--- config.mk ---
export PLATFORM = sky130hd
export DESIGN_NAME = deadline_timer_queue
export DESIGN_NICKNAME = d
export VERILOG_FILES = /design/src/sv/dtq_pkg.sv /design/src/sv/deadline_timer_queue.sv /design/src/sv/dtq_ram.sv
export SDC_FILE = /design/constraint.sdc
export NUM_CORES = 1
export LEC_CHECK = 0
export BUFFER_PORTS_ARGS = -buffer_cell sky130_fd_sc_hd__buf_2
export CAP_MARGIN = 20
export CORE_ASPECT_RATIO = 0.7
export CORE_MARGIN = 2
export CORE_UTILIZATION = 50
export CTS_CLUSTER_DIAMETER = 120
export DETAILED_ROUTE_END_ITERATION = 10
export GPL_TIMING_DRIVEN = 0
export PLACE_DENSITY_LB_ADDON = 0.1
export SLEW_MARGIN = 20
export SYNTH_ARGS = -nofsm -noshare
export SYNTH_HDL_FRONTEND = slang
export SYNTH_SLANG_ARGS = --single-unit
--- constraint.sdc ---
create_clock -name clk -period 4.65 [get_ports clk]
set_input_delay 0.2325 -clock clk [delete_from_list [all_inputs] [get_ports clk]]
set_output_delay 0.2325 -clock clk [all_outputs]
set_load 0.05 [all_outputs]
--- src/sv/dtq_pkg.sv ---
`timescale 1ns / 1ps
`default_nettype none
// ----------------------------------------------------------------------------
// dtq_pkg
// Shared constants for the deadline timer queue.
// ----------------------------------------------------------------------------
package dtq_pkg;

  localparam int TMR_NUM   = 16;
  localparam int TMR_IDX_W = (TMR_NUM > 1) ? $clog2(TMR_NUM) : 1;
  localparam int TMR_CNT_W = $clog2(TMR_NUM + 1);
  localparam int DL_W      = 48;
  localparam int RELOAD_W  = 32;

  localparam logic [RELOAD_W-1:0] IDLE_RELOAD_RST = 32'd1000;

  localparam logic [1:0] MODE_ARM    = 2'd0;
  localparam logic [1:0] MODE_CANCEL = 2'd1;
  localparam logic [1:0] MODE_TICK   = 2'd2;

endpackage
`default_nettype wire

--- src/sv/deadline_timer_queue.sv ---
`timescale 1ns / 1ps
`default_nettype none
// ----------------------------------------------------------------------------
// deadline_timer_queue
// One-shot timers ordered by absolute deadline; arm, cancel and tick.
// ----------------------------------------------------------------------------
// arm, cancel and idle ticks pass through update, a scan of the deadline RAM, decision
//   and the output register before their result appears
// a tick firing k timers rescans after each fired timer and reports each one after the next scan;
//   one item at a time, busy falls as the last result registers
// synchronous reset clears the marks and sets idle_reload_ms to 1000; deadline RAM not cleared
// results cannot be stalled
module deadline_timer_queue
  import dtq_pkg::*;
(
  input  wire logic                clk,
  input  wire logic                rst_n,
  input  wire logic                start,
  output logic                     busy,
  input  wire logic [1:0]          in_mode,
  input  wire logic [3:0]          in_timer_slot,
  input  wire logic [31:0]         in_elapse_ms,
  input  wire logic [47:0]         in_now_ms,
  input  wire logic                cfg_we,
  input  wire logic [31:0]         cfg_idle_reload_ms,
  output logic                     out_valid,
  output logic                     out_fired,
  output logic [3:0]               out_fired_slot,
  output logic [31:0]              out_clock_reload,
  output logic                     out_bad_cancel,
  output logic                     out_last
);

  localparam logic [1:0] ST_IDLE   = 2'd0;
  localparam logic [1:0] ST_UPDATE = 2'd1;
  localparam logic [1:0] ST_SCAN   = 2'd2;
  localparam logic [1:0] ST_DONE   = 2'd3;

  logic [1:0]           state_r;
  logic [1:0]           mode_r;
  logic [3:0]           slot_r;
  logic [DL_W-1:0]      now_r;
  logic [DL_W-1:0]      arm_dl_r;
  logic                 bad_r;
  logic [TMR_NUM-1:0]   active_r;
  logic [TMR_NUM-1:0]   fired_r;
  logic [TMR_CNT_W-1:0] cnt_r;
  logic                 found_r;
  logic [TMR_IDX_W-1:0] best_idx_r;
  logic [DL_W-1:0]      best_dl_r;
  logic                 pend_r;
  logic [TMR_IDX_W-1:0] pend_slot_r;
  logic [RELOAD_W-1:0]  idle_reload_r;

  logic                 out_valid_r;
  logic                 out_fired_r;
  logic [3:0]           out_fired_slot_r;
  logic [RELOAD_W-1:0]  out_clock_reload_r;
  logic                 out_bad_cancel_r;
  logic                 out_last_r;

  logic                 accept;
  logic [DL_W:0]        arm_sum;
  logic                 in_range;
  logic [TMR_IDX_W-1:0] slot_idx;
  logic                 ram_we;
  logic [DL_W-1:0]      ram_rdata;
  logic [TMR_IDX_W-1:0] scan_idx;
  logic                 scan_take;
  logic                 due;
  logic [DL_W-1:0]      diff;
  logic [RELOAD_W-1:0]  reload_calc;
  logic                 cancel_bad;

  assign accept   = start && (state_r == ST_IDLE);
  assign busy     = (state_r != ST_IDLE);
  assign arm_sum  = {1'b0, in_now_ms} + (DL_W + 1)'(in_elapse_ms);
  assign in_range = (32'(slot_r) < 32'(TMR_NUM));
  assign slot_idx = TMR_IDX_W'(slot_r);
  assign ram_we   = (state_r == ST_UPDATE) && (mode_r == MODE_ARM) && in_range;
  assign cancel_bad = !in_range || !active_r[slot_idx] || fired_r[slot_idx];

  assign scan_idx  = TMR_IDX_W'(cnt_r - TMR_CNT_W'(1));
  assign scan_take = (cnt_r != '0) && active_r[scan_idx] &&
                     (!found_r || (ram_rdata < best_dl_r));

  assign due  = found_r && (best_dl_r <= now_r);
  assign diff = best_dl_r - now_r;

  always_comb begin
    if (!found_r) begin
      reload_calc = idle_reload_r;
    end else if (due) begin
      reload_calc = '0;
    end else if (diff[DL_W-1:RELOAD_W] != '0) begin
      reload_calc = '1;
    end else begin
      reload_calc = diff[RELOAD_W-1:0];
    end
  end

  dtq_ram #(
    .WIDTH (DL_W),
    .DEPTH (TMR_NUM)
  ) u_dl_ram (
    .clk   (clk),
    .we    (ram_we),
    .waddr (slot_idx),
    .wdata (arm_dl_r),
    .raddr (cnt_r[TMR_IDX_W-1:0]),
    .rdata (ram_rdata)
  );

  // control path
  always_ff @(posedge clk) begin
    if (!rst_n) begin
      state_r       <= ST_IDLE;
      active_r      <= '0;
      fired_r       <= '0;
      out_valid_r   <= 1'b0;
      idle_reload_r <= IDLE_RELOAD_RST;
    end else begin
      out_valid_r <= (state_r == ST_DONE) &&
                     ((mode_r != MODE_TICK) || pend_r || !due);
      if (cfg_we) begin
        idle_reload_r <= cfg_idle_reload_ms;
      end
      case (state_r)
        ST_IDLE: begin
          if (accept) begin
            state_r <= ST_UPDATE;
          end
        end
        ST_UPDATE: begin
          if (ram_we) begin
            active_r[slot_idx] <= 1'b1;
            fired_r[slot_idx]  <= 1'b0;
          end
          if ((mode_r == MODE_CANCEL) && !cancel_bad) begin
            active_r[slot_idx] <= 1'b0;
          end
          state_r <= ST_SCAN;
        end
        ST_SCAN: begin
          if (cnt_r == TMR_CNT_W'(TMR_NUM)) begin
            state_r <= ST_DONE;
          end
        end
        ST_DONE: begin
          if ((mode_r == MODE_TICK) && due) begin
            active_r[best_idx_r] <= 1'b0;
            fired_r[best_idx_r]  <= 1'b1;
            state_r              <= ST_SCAN;
          end else begin
            state_r <= ST_IDLE;
          end
        end
        default: begin
          state_r <= ST_IDLE;
        end
      endcase
    end
  end

  // data path
  always_ff @(posedge clk) begin
    case (state_r)
      ST_IDLE: begin
        if (accept) begin
          mode_r   <= in_mode;
          slot_r   <= in_timer_slot;
          now_r    <= in_now_ms;
          arm_dl_r <= arm_sum[DL_W] ? '1 : arm_sum[DL_W-1:0];
          bad_r    <= 1'b0;
          pend_r   <= 1'b0;
        end
      end
      ST_UPDATE: begin
        if (mode_r == MODE_CANCEL) begin
          bad_r <= cancel_bad;
        end
        cnt_r   <= '0;
        found_r <= 1'b0;
      end
      ST_SCAN: begin
        cnt_r <= cnt_r + TMR_CNT_W'(1);
        if (scan_take) begin
          found_r    <= 1'b1;
          best_idx_r <= scan_idx;
          best_dl_r  <= ram_rdata;
        end
      end
      ST_DONE: begin
        cnt_r   <= '0;
        found_r <= 1'b0;
        if (mode_r == MODE_TICK) begin
          out_fired_r        <= pend_r;
          out_fired_slot_r   <= pend_r ? 4'(pend_slot_r) : 4'd0;
          out_clock_reload_r <= pend_r ? reload_calc : idle_reload_r;
          out_bad_cancel_r   <= 1'b0;
          out_last_r         <= !due;
          if (due) begin
            pend_r      <= 1'b1;
            pend_slot_r <= best_idx_r;
          end
        end else begin
          out_fired_r        <= 1'b0;
          out_fired_slot_r   <= 4'd0;
          out_clock_reload_r <= reload_calc;
          out_bad_cancel_r   <= (mode_r == MODE_CANCEL) && bad_r;
          out_last_r         <= 1'b1;
        end
      end
      default: begin
      end
    endcase
  end

  assign out_valid        = out_valid_r;
  assign out_fired        = out_fired_r;
  assign out_fired_slot   = out_fired_slot_r;
  assign out_clock_reload = out_clock_reload_r;
  assign out_bad_cancel   = out_bad_cancel_r;
  assign out_last         = out_last_r;

endmodule
`default_nettype wire

--- src/sv/dtq_ram.sv ---
`timescale 1ns / 1ps
`default_nettype none
// ----------------------------------------------------------------------------
// dtq_ram
// Simple dual-port synchronous RAM, one write port, one registered read port.
// ----------------------------------------------------------------------------
module dtq_ram #(
  parameter int WIDTH = 8,
  parameter int DEPTH = 16
) (
  input  wire logic                                    clk,
  input  wire logic                                    we,
  input  wire logic [((DEPTH > 1) ? $clog2(DEPTH) : 1)-1:0] waddr,
  input  wire logic [WIDTH-1:0]                        wdata,
  input  wire logic [((DEPTH > 1) ? $clog2(DEPTH) : 1)-1:0] raddr,
  output logic      [WIDTH-1:0]                        rdata
);

  logic [WIDTH-1:0] mem [DEPTH];

  always_ff @(posedge clk) begin
    if (we) begin
      mem[waddr] <= wdata;
    end
    rdata <= mem[raddr];
  end

endmodule
`default_nettype wire

After elaboration in Yosys (flattened, before gate mapping)
Memory sizes are Yosys's and may differ from the RTL's. A register that Yosys moved wholly into a read port is not among the register bits.
Cells that the tools add are included.
{"block": "classes", "addsub": 4, "n_lt_le_gt_ge": 7, "eq_ne": 15, "n_mux": 39, "n_bitwise": 7, "n_reduce_logical": 39}
{"op": "$mux 32", "n": 5}
{"op": "$mux 16", "n": 7}
{"op": "$pmux 16 s2", "n": 2}
{"op": "$add 48x32->49", "n": 1}
{"op": "$and 16x16->16", "n": 3}
{"op": "$le 48x48->1", "n": 1}
{"op": "$lt 48x48->1", "n": 1}
{"op": "$sub 48x48->48", "n": 1}
{"op": "$not 16->16", "n": 2}
{"op": "$or 16x16->16", "n": 2}
{"op": "$reduce_bool 16->1", "n": 1}
{"op": "$lt 4x5->1 const B", "n": 3}
{"op": "$bmux 1 s4", "n": 3}
{"op": "$mux 1", "n": 12}
{"op": "$ne 2x2->1 const B", "n": 6}
{"op": "$reduce_and 2->1", "n": 6}
{"op": "$logic_and 1x1->1", "n": 11}
{"op": "$pmux 5 s2", "n": 1}
{"op": "$reduce_bool 2->1", "n": 5}
{"op": "$reduce_and 3->1", "n": 3}
{"op": "$demux 1 s4", "n": 2}
{"op": "$ge 4x1->1 const B", "n": 2}
{"op": "$pmux 2 s4", "n": 1}
{"op": "$eq 2x2->1 const B", "n": 3}
{"op": "other kinds (13)", "n": 27}
{"block": "word_totals", "regBits": 272, "ramBits": 768, "in_bits": 122, "out_inout_bits": 41, "elab_cells": 133, "mem_count": 1}
{"memory": "u_dl_ram.mem", "depth": 16, "width": 48, "read_ports": 1, "rd_clocked_by_memory_dff": 1, "write_ports": 1, "line": "dtq_ram.sv:19", "text": "logic [WIDTH-1:0] mem [DEPTH];"}

Depth between registers and ports, before layout
Gate-level depths: netlist (run 1).
{"block": "depth", "word_depth": 11, "mapped_depth": 15, "mapped_depth_nobuf": 13}

Modules after synthesis
From an unflattened synthesis (run 1), not the netlist that was laid out.
{"block": "hier_totals", "hier_cells": 2942, "area_unflattened_um2": 46344.4}
{"module": "dtq_ram", "instances": 1, "cells_each": 1242, "area_per_inst_um2": 29691.0, "seq_area_each_um2": 24023.0}
{"module": "deadline_timer_queue", "instances": 1, "cells_each": 1700, "area_per_inst_um2": 16653.5, "seq_area_each_um2": 7497.2}

Worst setup path before layout (run 1)
No wires, ideal clock.
{"block": "synth_timing", "path_type": "register to register", "startpoint": "register cnt_r[0]", "endpoint": "register found_r, enable pin", "setup_time_ns": 0.296, "t_arrival_ns": 4.596, "t_required_ns": 4.354, "path_slack_ns": -0.242, "stages_incl_launch_ff": 12, "n_path_buf": 3, "synth_period_minus_slack_ns": 4.892, "cell_sequence": "edfxtp_1 > clkbuf_1 > clkbuf_1 > buf_1 > inv_1 > ha_1 > mux4_2 > mux4_2 > o2111ai_1 > a21oi_1 > o41a_1 > or2_2"}
{"block": "synth_between", "elab_chain_len": 7, "elab_cells_between_ends": 8, "classes_between": "1 x add/sub; 1 x eq/ne; 2 x mux; 4 x reduce/logical"}
{"element": "start: declaration", "line": "deadline_timer_queue.sv:47", "text": "logic [TMR_CNT_W-1:0] cnt_r;"}
{"element": "start signal: assignment", "line": "deadline_timer_queue.sv:186", "text": "cnt_r <= cnt_r + TMR_CNT_W'(1);"}
{"element": "$sub 4x1->4", "line": "deadline_timer_queue.sv:83", "text": "assign scan_idx = TMR_IDX_W'(cnt_r - TMR_CNT_W'(1));"}
{"element": "net scan_idx[0]", "line": "deadline_timer_queue.sv:68", "text": "logic [TMR_IDX_W-1:0] scan_idx;"}
{"element": "$bmux 1 s4", "line": "deadline_timer_queue.sv:84", "text": "assign scan_take = (cnt_r != '0) && active_r[scan_idx] &&"}
{"element": "$mux 1 (implied by the code)", "line": "deadline_timer_queue.sv:84"}
{"element": "$logic_and 1x1->1 (2 in series)", "line": "deadline_timer_queue.sv:84"}
{"element": "$ne 2x2->1 (no line)"}
{"element": "$reduce_and 2->1 (no line)"}
{"element": "end signal: assignment", "line": "deadline_timer_queue.sv:183", "text": "found_r <= 1'b0;"}
{"element": "end signal: assignment", "line": "deadline_timer_queue.sv:188", "text": "found_r <= 1'b1;"}
{"element": "end signal: assignment", "line": "deadline_timer_queue.sv:195", "text": "found_r <= 1'b0;"}
{"element": "end: declaration", "line": "deadline_timer_queue.sv:48", "text": "logic found_r;"}
The timed path passes the listed nets, and every way through them passes these cells. The select of a mux whose other input is x is not followed.
A chain may end at the register's enable or synchronous reset.

Worst setup path after layout (run 1)
{"block": "layout_timing", "startpoint": "register now_r[0]", "endpoint": "register out_clock_reload_r[19], in the netlist out_clock_reload[19], data pin"}
{"block": "layout_between", "elab_chain_len": 7, "elab_cells_between_ends": 9, "classes_between": "1 x add/sub; 1 x order compare; 5 x mux; 2 x reduce/logical"}
{"element": "start: declaration", "line": "deadline_timer_queue.sv:42", "text": "logic [DL_W-1:0] now_r;"}
{"element": "start signal: assignment", "line": "deadline_timer_queue.sv:172", "text": "now_r <= in_now_ms;"}
{"element": "$sub 48x48->48", "line": "deadline_timer_queue.sv:88", "text": "assign diff = best_dl_r - now_r;"}
{"element": "$reduce_bool 16->1", "line": "deadline_timer_queue.sv:95", "text": "end else if (diff[DL_W-1:RELOAD_W] != '0) begin"}
{"element": "$mux 32", "line": "deadline_timer_queue.sv:95"}
{"element": "$mux 32 (*)", "line": "deadline_timer_queue.sv:93", "text": "end else if (due) begin"}
{"element": "$mux 32 (*)", "line": "deadline_timer_queue.sv:91", "text": "if (!found_r) begin"}
{"element": "$mux 32", "line": "deadline_timer_queue.sv:199", "text": "out_clock_reload_r <= pend_r ? reload_calc : idle_reload_r;"}
{"element": "$mux 32 (*)", "line": "deadline_timer_queue.sv:196", "text": "if (mode_r == MODE_TICK) begin"}
{"element": "end signal: assignment", "line": "deadline_timer_queue.sv:199"}
{"element": "end signal: assignment", "line": "deadline_timer_queue.sv:209", "text": "out_clock_reload_r <= reload_calc;"}
{"element": "end: declaration", "line": "deadline_timer_queue.sv:58", "text": "logic [RELOAD_W-1:0] out_clock_reload_r;"}
Every way passes the cells marked *; elsewhere a longest branch is shown, timed or not.

==> results.yml, run 1 <==
flow_run:
  drv_cap: 0
pwr:
  power_density_mw_per_mm2: 402.9
  p_sw_share_pct: 24.92
  intPower_mw: 16.61
  switchingPower_mw: 5.513
  p_leak_nw: 19.10
  ir_drop_v: 0.0003858
  p_clk_share_pct: 37.1
  pwr-share-comb_pct: 11.4
  p_seq_share_pct: 51.5
synthesis:
  synthAdderAreaFrac_pct: 3.549
  syn_inst: 2916
  postSynthAreaPerCell_um2: 16.11
  synth_area_mm2: 0.04696
  async_flop_share_pct: 0
  synth_compound_area_share_pct: 6.962
  ys.flop_type: "edfxtp_1"
  ys_types: 87
  yosysTopAreaCell: "edfxtp_1"
  synthTopCellsByArea: "edfxtp_1 62%, mux4_2 12%, dfxtp_1 4.9%"
  yosys.area.top_type_share_pct: 62.22
  synth_top_family_by_area: "multiplexers"
  yosysSeqAreaShare_pct: 67.12
  synth_xor_area_share_pct: 1.250
  syn_nets: 3170
  synth_mux_area_share_pct: 12.65
  synth_edf_count: 973
  synth_seq_cells: 1088
  ys_warn_count: 0
  synth-simple-area-share_pct: 6.189
outcome:
  outcome: "finished clean"
worst_setup_path:
  reg2reg_from: "now_r[0]"
  r2r_end: "out_clock_reload[19]"
  critPathMaxStageDelay_ps: 630
  worstSetupPathType: "reg2reg"
  cp_cell_sequence: "ha_1, fa_1, nand2b_1, a21oi_1, o21ai_2, o31a_1, nor4_1, o21ai_0, a211oi_1, nand4_1, nor4_1, o21ai_0"
  critPathSlowestCell: "nor4_1"
  crit_path_end_kind: "register"
  reg2reg_slack_ps: 110
  crit_arrival_ps: 4960
  reg2regPathDepth: 12
  path_max_fanout: 7
  cp-start-kind: "register"
  crit_required_ps: 5060
  critPathLaunch: "now_r[0]"
  endpoint: "out_clock_reload[19]"
sta:
  worst_slew_pin_slew_ps: 1209
  drv_slew: 0
  rsz0062_at_grt: "yes"
  skew_ps: 63.80
  setup_viol: 0
  slew_headroom_pct: 19.19
  fmax_ghz: 0.2201
  fin_crit_sh_pct: 97.72
  holdWs_ps: 47.70
  fin_crit_ps: 4544
  hold_violations: 0
grt:
  grt_util_met3_pct: 6.885
  antenna_found_initial: 4
  overflow: 0
  grt_pass1_wl_mm: 197.5
  grt_pass1_vias: 27840
  use_met2_pct: 41.83
  busiest_layer: "met1"
  grt_usage_pct: 28.99
  met1_usage_pct: 44.58
  grt_start_max_net_pins: 54
drt:
  dr_total_vias: 28760
  drtAntennaViolNets: 0
  drt-initial-drc-count: 3465
  drc_errors: 0
  wire_per_inst_um: 29.97
  detail_route.vias_per_cell: 6.164
  routed_wl_mm: 139.8
  first_pass_iters: 5
clocking:
  clkSinkCount: 1088
  clk_pin_slew_ps: 70
  cts_buffer_depth: 3
  clk_latency_ps: 730
  cts_tree: "built"
  clockRootBuffer: "clkbuf_16"
  htreeDepth: 3
  cts_buffers: 102
floorplan:
  num_rows: 94
  initial_utilization_pct: 50.23
  coreArea_mm2: 0.09350
  dieHeight_um: 260.4
  die_w_um: 370.3
  num_io_pins: 163
  die_area_mm2: 0.09643
place:
  place_inst: 4380
  dp_hpwl_mm: 100.6
  io_buffers: 160
  gp_congestion: 0.9360
cells_and_area:
  fin_nets: 3582
  drive_gt1_share_pct: 21.78
  nFillCells: 7154
  final_core_util_pct: 58.72
  area_growth_pct: 16.91
  final_cells: 4665
worst_hold_path:
  hold_class: "in2reg"
## state kept, by name, summed over array words and instances (netlist names), 2 cells and up
signal	cells
u_dl_ram.mem	768
arm_dl_r	48
best_dl_r	48
now_r	48
u_dl_ram.rdata	48
idle_reload_r	32
out_clock_reload	32
active_r	16
fired_r	16
cnt_r	5
best_idx_r	4
out_fired_slot	4
pend_slot_r	4
slot_idx	4
mode_r	2
state_r	2
## per-stage QoR
stage                     cell area, um2  setup TNS (ps)  setup WS [ps]  total power, mW
after floorplan                    46960               0          313.0            12.99
after global placement             49330        -2717290          -3241            13.97
after detailed placement           50670          -95720          -1414            14.03
after CTS                          54860               0          46.95            22.20
after global routing               54900          -8.205         -8.205            22.82
final                              54900               0          106.0            22.12
## worst min path at each step
| stage | start | end | slack [ps] | cells after the start |
|---|---|---|---|---|
| floorplan | in_mode[0] | mode_r[0] | 330 | 0 |
| global placement | in_timer_slot[0] | slot_idx[0] | 410 | 1 |
| detailed placement | in_timer_slot[0] | slot_idx[0] | 410 | 1 |
| CTS | cfg_we | idle_reload_r[0] | 20 | 3 |
| global route | cfg_we | idle_reload_r[0] | 50 | 3 |
| finish | cfg_we | idle_reload_r[0] | 50 | 3 |
## cell usage after synthesis (8+ instances only)
library cell / number
xnor2_1: 36
and2_1: 11
nand4_1: 38
o21a_1: 18
a211oi_1: 14
nand2b_1: 23
o211ai_1: 15
o22ai_1: 22
clkbuf_1: 79
dfxtp_1: 115
o32ai_1: 10
nor2_1: 103
a22oi_2: 20
ha_1: 130
a22oi_1: 8
edfxtp_1: 973
nor3_1: 35
nor4_1: 14
inv_1: 146
nand3_1: 34
mux2i_1: 39
nor3b_1: 11
buf_2: 12
a21oi_1: 136
mux4_2: 246
xor2_1: 31
o21bai_1: 14
a31oi_1: 17
buf_1: 27
or2_2: 15
o21ai_1: 8
and3_1: 20
nor2b_1: 35
o21ai_0: 75
nand2_1: 209
a21o_1: 49
## layout by cell type (no fill, tap or decap), drive strengths merged, types with 89 or more instances in the layout
| cell | instances |
|---|---|
| edfxtp | 973 |
| buf | 264 |
| mux4 | 246 |
| nand2 | 214 |
| clkbuf | 201 |
| inv | 150 |
| a21oi | 141 |
| ha | 130 |
| dfxtp | 115 |
| nor2 | 107 |
| dlygate4sd3 | 89 |
## power groups by stage
stage	Clock [mW]	Sequential, mW	Combinational (mW)
6_report	8.20	11.4	2.52
2_1_floorplan	0	11.5	1.54
4_1_cts	8.30	11.4	2.51
3_3_place_gp	0	11.6	2.38
5_1_grt	8.70	11.4	2.69
3_5_place_dp	0	11.6	2.43
## metal layers
layer	vias up	part of all wire, %	wire length [um]
met1	14920	45	63570
met5	-	0.0057	8
li1	12330	-	-
met4	2	2.2	3064
met3	181	9.2	12880
met2	1323	43	60300
## final cells by class
| cell class | instances | area (um2) | share of cell area [%] |
|---|---|---|---|
| sequential | 1088 | 31520 | 57.41 |
| antenna | 1 | 2.502 | 0.004558 |
| multi-input combinational | 1556 | 14540 | 26.48 |
| clock inverter | 71 | 624.3 | 1.137 |
| buffer | 123 | 560.5 | 1.021 |
| timing repair buffer | 310 | 2909 | 5.299 |
| inverter | 147 | 553.0 | 1.007 |
| tap | 1248 | 1562 | 2.844 |
| clock buffer | 121 | 2634 | 4.797 |
## kinds of logic (layout without fill, tap and decap cells)
| group | Yosys count | in the layout |
|---|---|---|
| compound gates | 482 | 482 |
| xor+xnor | 67 | 67 |
| fa+ha+maj | 132 | 132 |
| buf+inv | 272 | 772 |
| flops | 1088 | 1088 |
| mux | 286 | 286 |
| other cells | 0 | 1 |
| simple gates | 589 | 589 |
## worst max-delay path, delay by kind of cell (launching register included)
| kind | cells | cell delay (ps) |
|---|---|---|
| AND/OR/NAND/NOR | 4 | 1590 |
| flip-flops | 1 | 480 |
| AO/OA/AOI/OAI | 6 | 1520 |
| adder cells (fa/ha/maj) | 2 | 670 |
## repair_timing
item,4_1_cts,5_1_grt
buffers inserted,3,0
gates cloned,0,0
gates resized for setup,8,6
pin swaps,1,0
setup endpoints to repair,102,15
hold endpoints to repair,101,0
hold buffers,89,0
(Power assumes the default switching activity.)
==> run 2: changes to the inputs <==
CORE_MARGIN = default   (was 2)
==> results.yml, run 2 (synthesized netlist as in run 1, its figures left out) <==
outcome:
  outcome: "finished clean"
worst_setup_path:
  path_max_fanout: 7
  cp_top_family: "compound AO/OA/AOI/OAI gates"
  cp_cell_sequence: "ha_1, fa_1, nand2b_1, a21oi_1, o21ai_2, o31a_1, o21ai_1, mux2i_1, a211oi_1, nand4_1, nor4_1, o21ai_0"
  crit_required_ps: 5060
  path_buf_inv: 0
  cp-start-kind: "register"
  critPathMaxStageDelay_ps: 780
  worstSetupPathType: "reg2reg"
  crit_arrival_ps: 4980
  crit_path_end_kind: "register"
  critPathSlowestCell: "nor4_1"
grt:
  grt_start_max_net_pins: 54
  antenna_found_initial: 5
  grt_pass1_vias: 28050
  grt_usage_pct: 28.51
  grt_pass1_wl_mm: 194.1
  overflow: 0
floorplan:
  dieHeight_um: 258.4
  initial_utilization_pct: 50.77
  die_w_um: 368.3
  num_rows: 93
  num_io_pins: 163
  coreArea_mm2: 0.09251
  die_area_mm2: 0.09518
drt:
  routed.top_layer: "met5"
  first_pass_iters: 5
  wl_met1_mm: 60.87
  met3_length_mm: 11.91
  route.met2.wl_mm: 59.30
  dr_total_vias: 28600
  drc_errors: 0
  detail_route.vias_per_cell: 6.152
  drtAntennaViolNets: 0
  drt-initial-drc-count: 3274
  wire_per_inst_um: 28.96
  routed_wl_mm: 134.6
pwr:
  p_leak_nw: 19.15
  power_density_mw_per_mm2: 404.6
  p_sw_share_pct: 24.83
  switchingPower_mw: 5.532
  pwr-share-comb_pct: 11.2
  p_seq_share_pct: 51.1
  ir_drop_v: 0.0003171
  p_clk_share_pct: 37.7
  intPower_mw: 16.75
cells_and_area:
  mostFrequentLayoutCell: "edfxtp_1"
  nFillCells: 6951
  layout_common_cells: "973 x edfxtp_1, 246 x mux4_2, 209 x nand2_1"
  largest_register_ffs: 768
  fin_nets: 3577
  drive_gt1_share_pct: 22.25
  area_growth_pct: 17.27
  final_cells: 4648
  max_flop_register: "u_dl_ram.mem"
sta:
  setup_viol: 0
  hold_violations: 0
  drv_slew: 0
  holdWs_ps: 82.91
  slew_headroom_pct: 23.63
  worst_slew_pin_slew_ps: 1146
  fin_crit_sh_pct: 98.33
  fin_crit_ps: 4572
  skew_ps: 52.41
  fin_tns_setup_ps: 0
  fmax_ghz: 0.2187
  setup_slack_ps: 77.63
clocking:
  clockRootBuffer: "clkbuf_16"
  clkSinkCount: 1088
  cts_buffer_depth: 3
  clk_pin_slew_ps: 60
  cts_buffers: 101
  cts_tree: "built"
  clk_latency_ps: 730
  htreeDepth: 3
place:
  gp_congestion: 0.9439
  dp_hpwl_mm: 97.82
  place_worst_setup_slack_ps: -1491
  io_buffers: 160
  place_inst: 4365
flow_run:
  drv_cap: 0
worst_hold_path:
  hold_class: "in2reg"
[run 2: worst min-delay path, cell delays in order]
cell	delay, ps
buf_2	80
ha_1	200
xor2_1	90
nand2_1	60
[run 2: what timing repair did]
item,in CTS,in global routing
pin swaps,0,1
hold buffers,88,0
gates resized for setup,9,9
setup buffers,0,2
endpoints found under the setup margin,80,66
hold endpoints to repair,101,0
[run 2: path summary, 6_finish.rpt]
kind / from / end / slack [ps] / cells past startpoint
worst max-delay path: now_r[0] / out_clock_reload[20] / 80 / 12
worst min-delay path: in_elapse_ms[8] / arm_dl_r[8] / 80 / 4
worst min register to register: u_dl_ram.rdata[9] / best_dl_r[9] / 410 / 0
worst max register to register: now_r[0] / out_clock_reload[20] / 80 / 12
[run 2: metal layers]
layer / GRT usage, % / vias to the layer above
met2: 42.14 / 1342
met3: 4.869 / 145
li1: - / 12330
met1: 44.47 / 14780
met4: 6.143 / 2
met5: 0 / -
[run 2: power groups by stage]
| stage | sequential [mW] | clock (mW) | combinational, mW |
|---|---|---|---|
| after global placement | 11.6 | 0 | 2.35 |
| final | 11.4 | 8.40 | 2.50 |
| after global routing | 11.4 | 8.87 | 2.67 |
| after CTS | 11.4 | 8.51 | 2.48 |
| after detailed placement | 11.6 | 0 | 2.40 |
| after floorplan | 11.5 | 0 | 1.54 |
[run 2: layout make-up]
class / count / area [um2] / area share, %
multi-input combinational: 1556 / 14560 / 26.44
buffer: 123 / 554.3 / 1.006
sequential: 1088 / 31520 / 57.23
clock buffer: 132 / 2745 / 4.984
tap: 1235 / 1545 / 2.806
clock inverter: 60 / 626.9 / 1.138
inverter: 147 / 553.0 / 1.004
timing repair buffer: 306 / 2968 / 5.389
antenna: 1 / 2.502 / 0.004544
[run 2: per-stage QoR]
step	power [mW]	instance area, um2	util (%)
floorplan	12.99	46960	-
global placement	13.93	49310	53.30
detailed placement	13.99	50720	54.83
CTS	22.38	55000	59.45
global route	22.96	55070	59.53
finish	22.28	55070	59.53
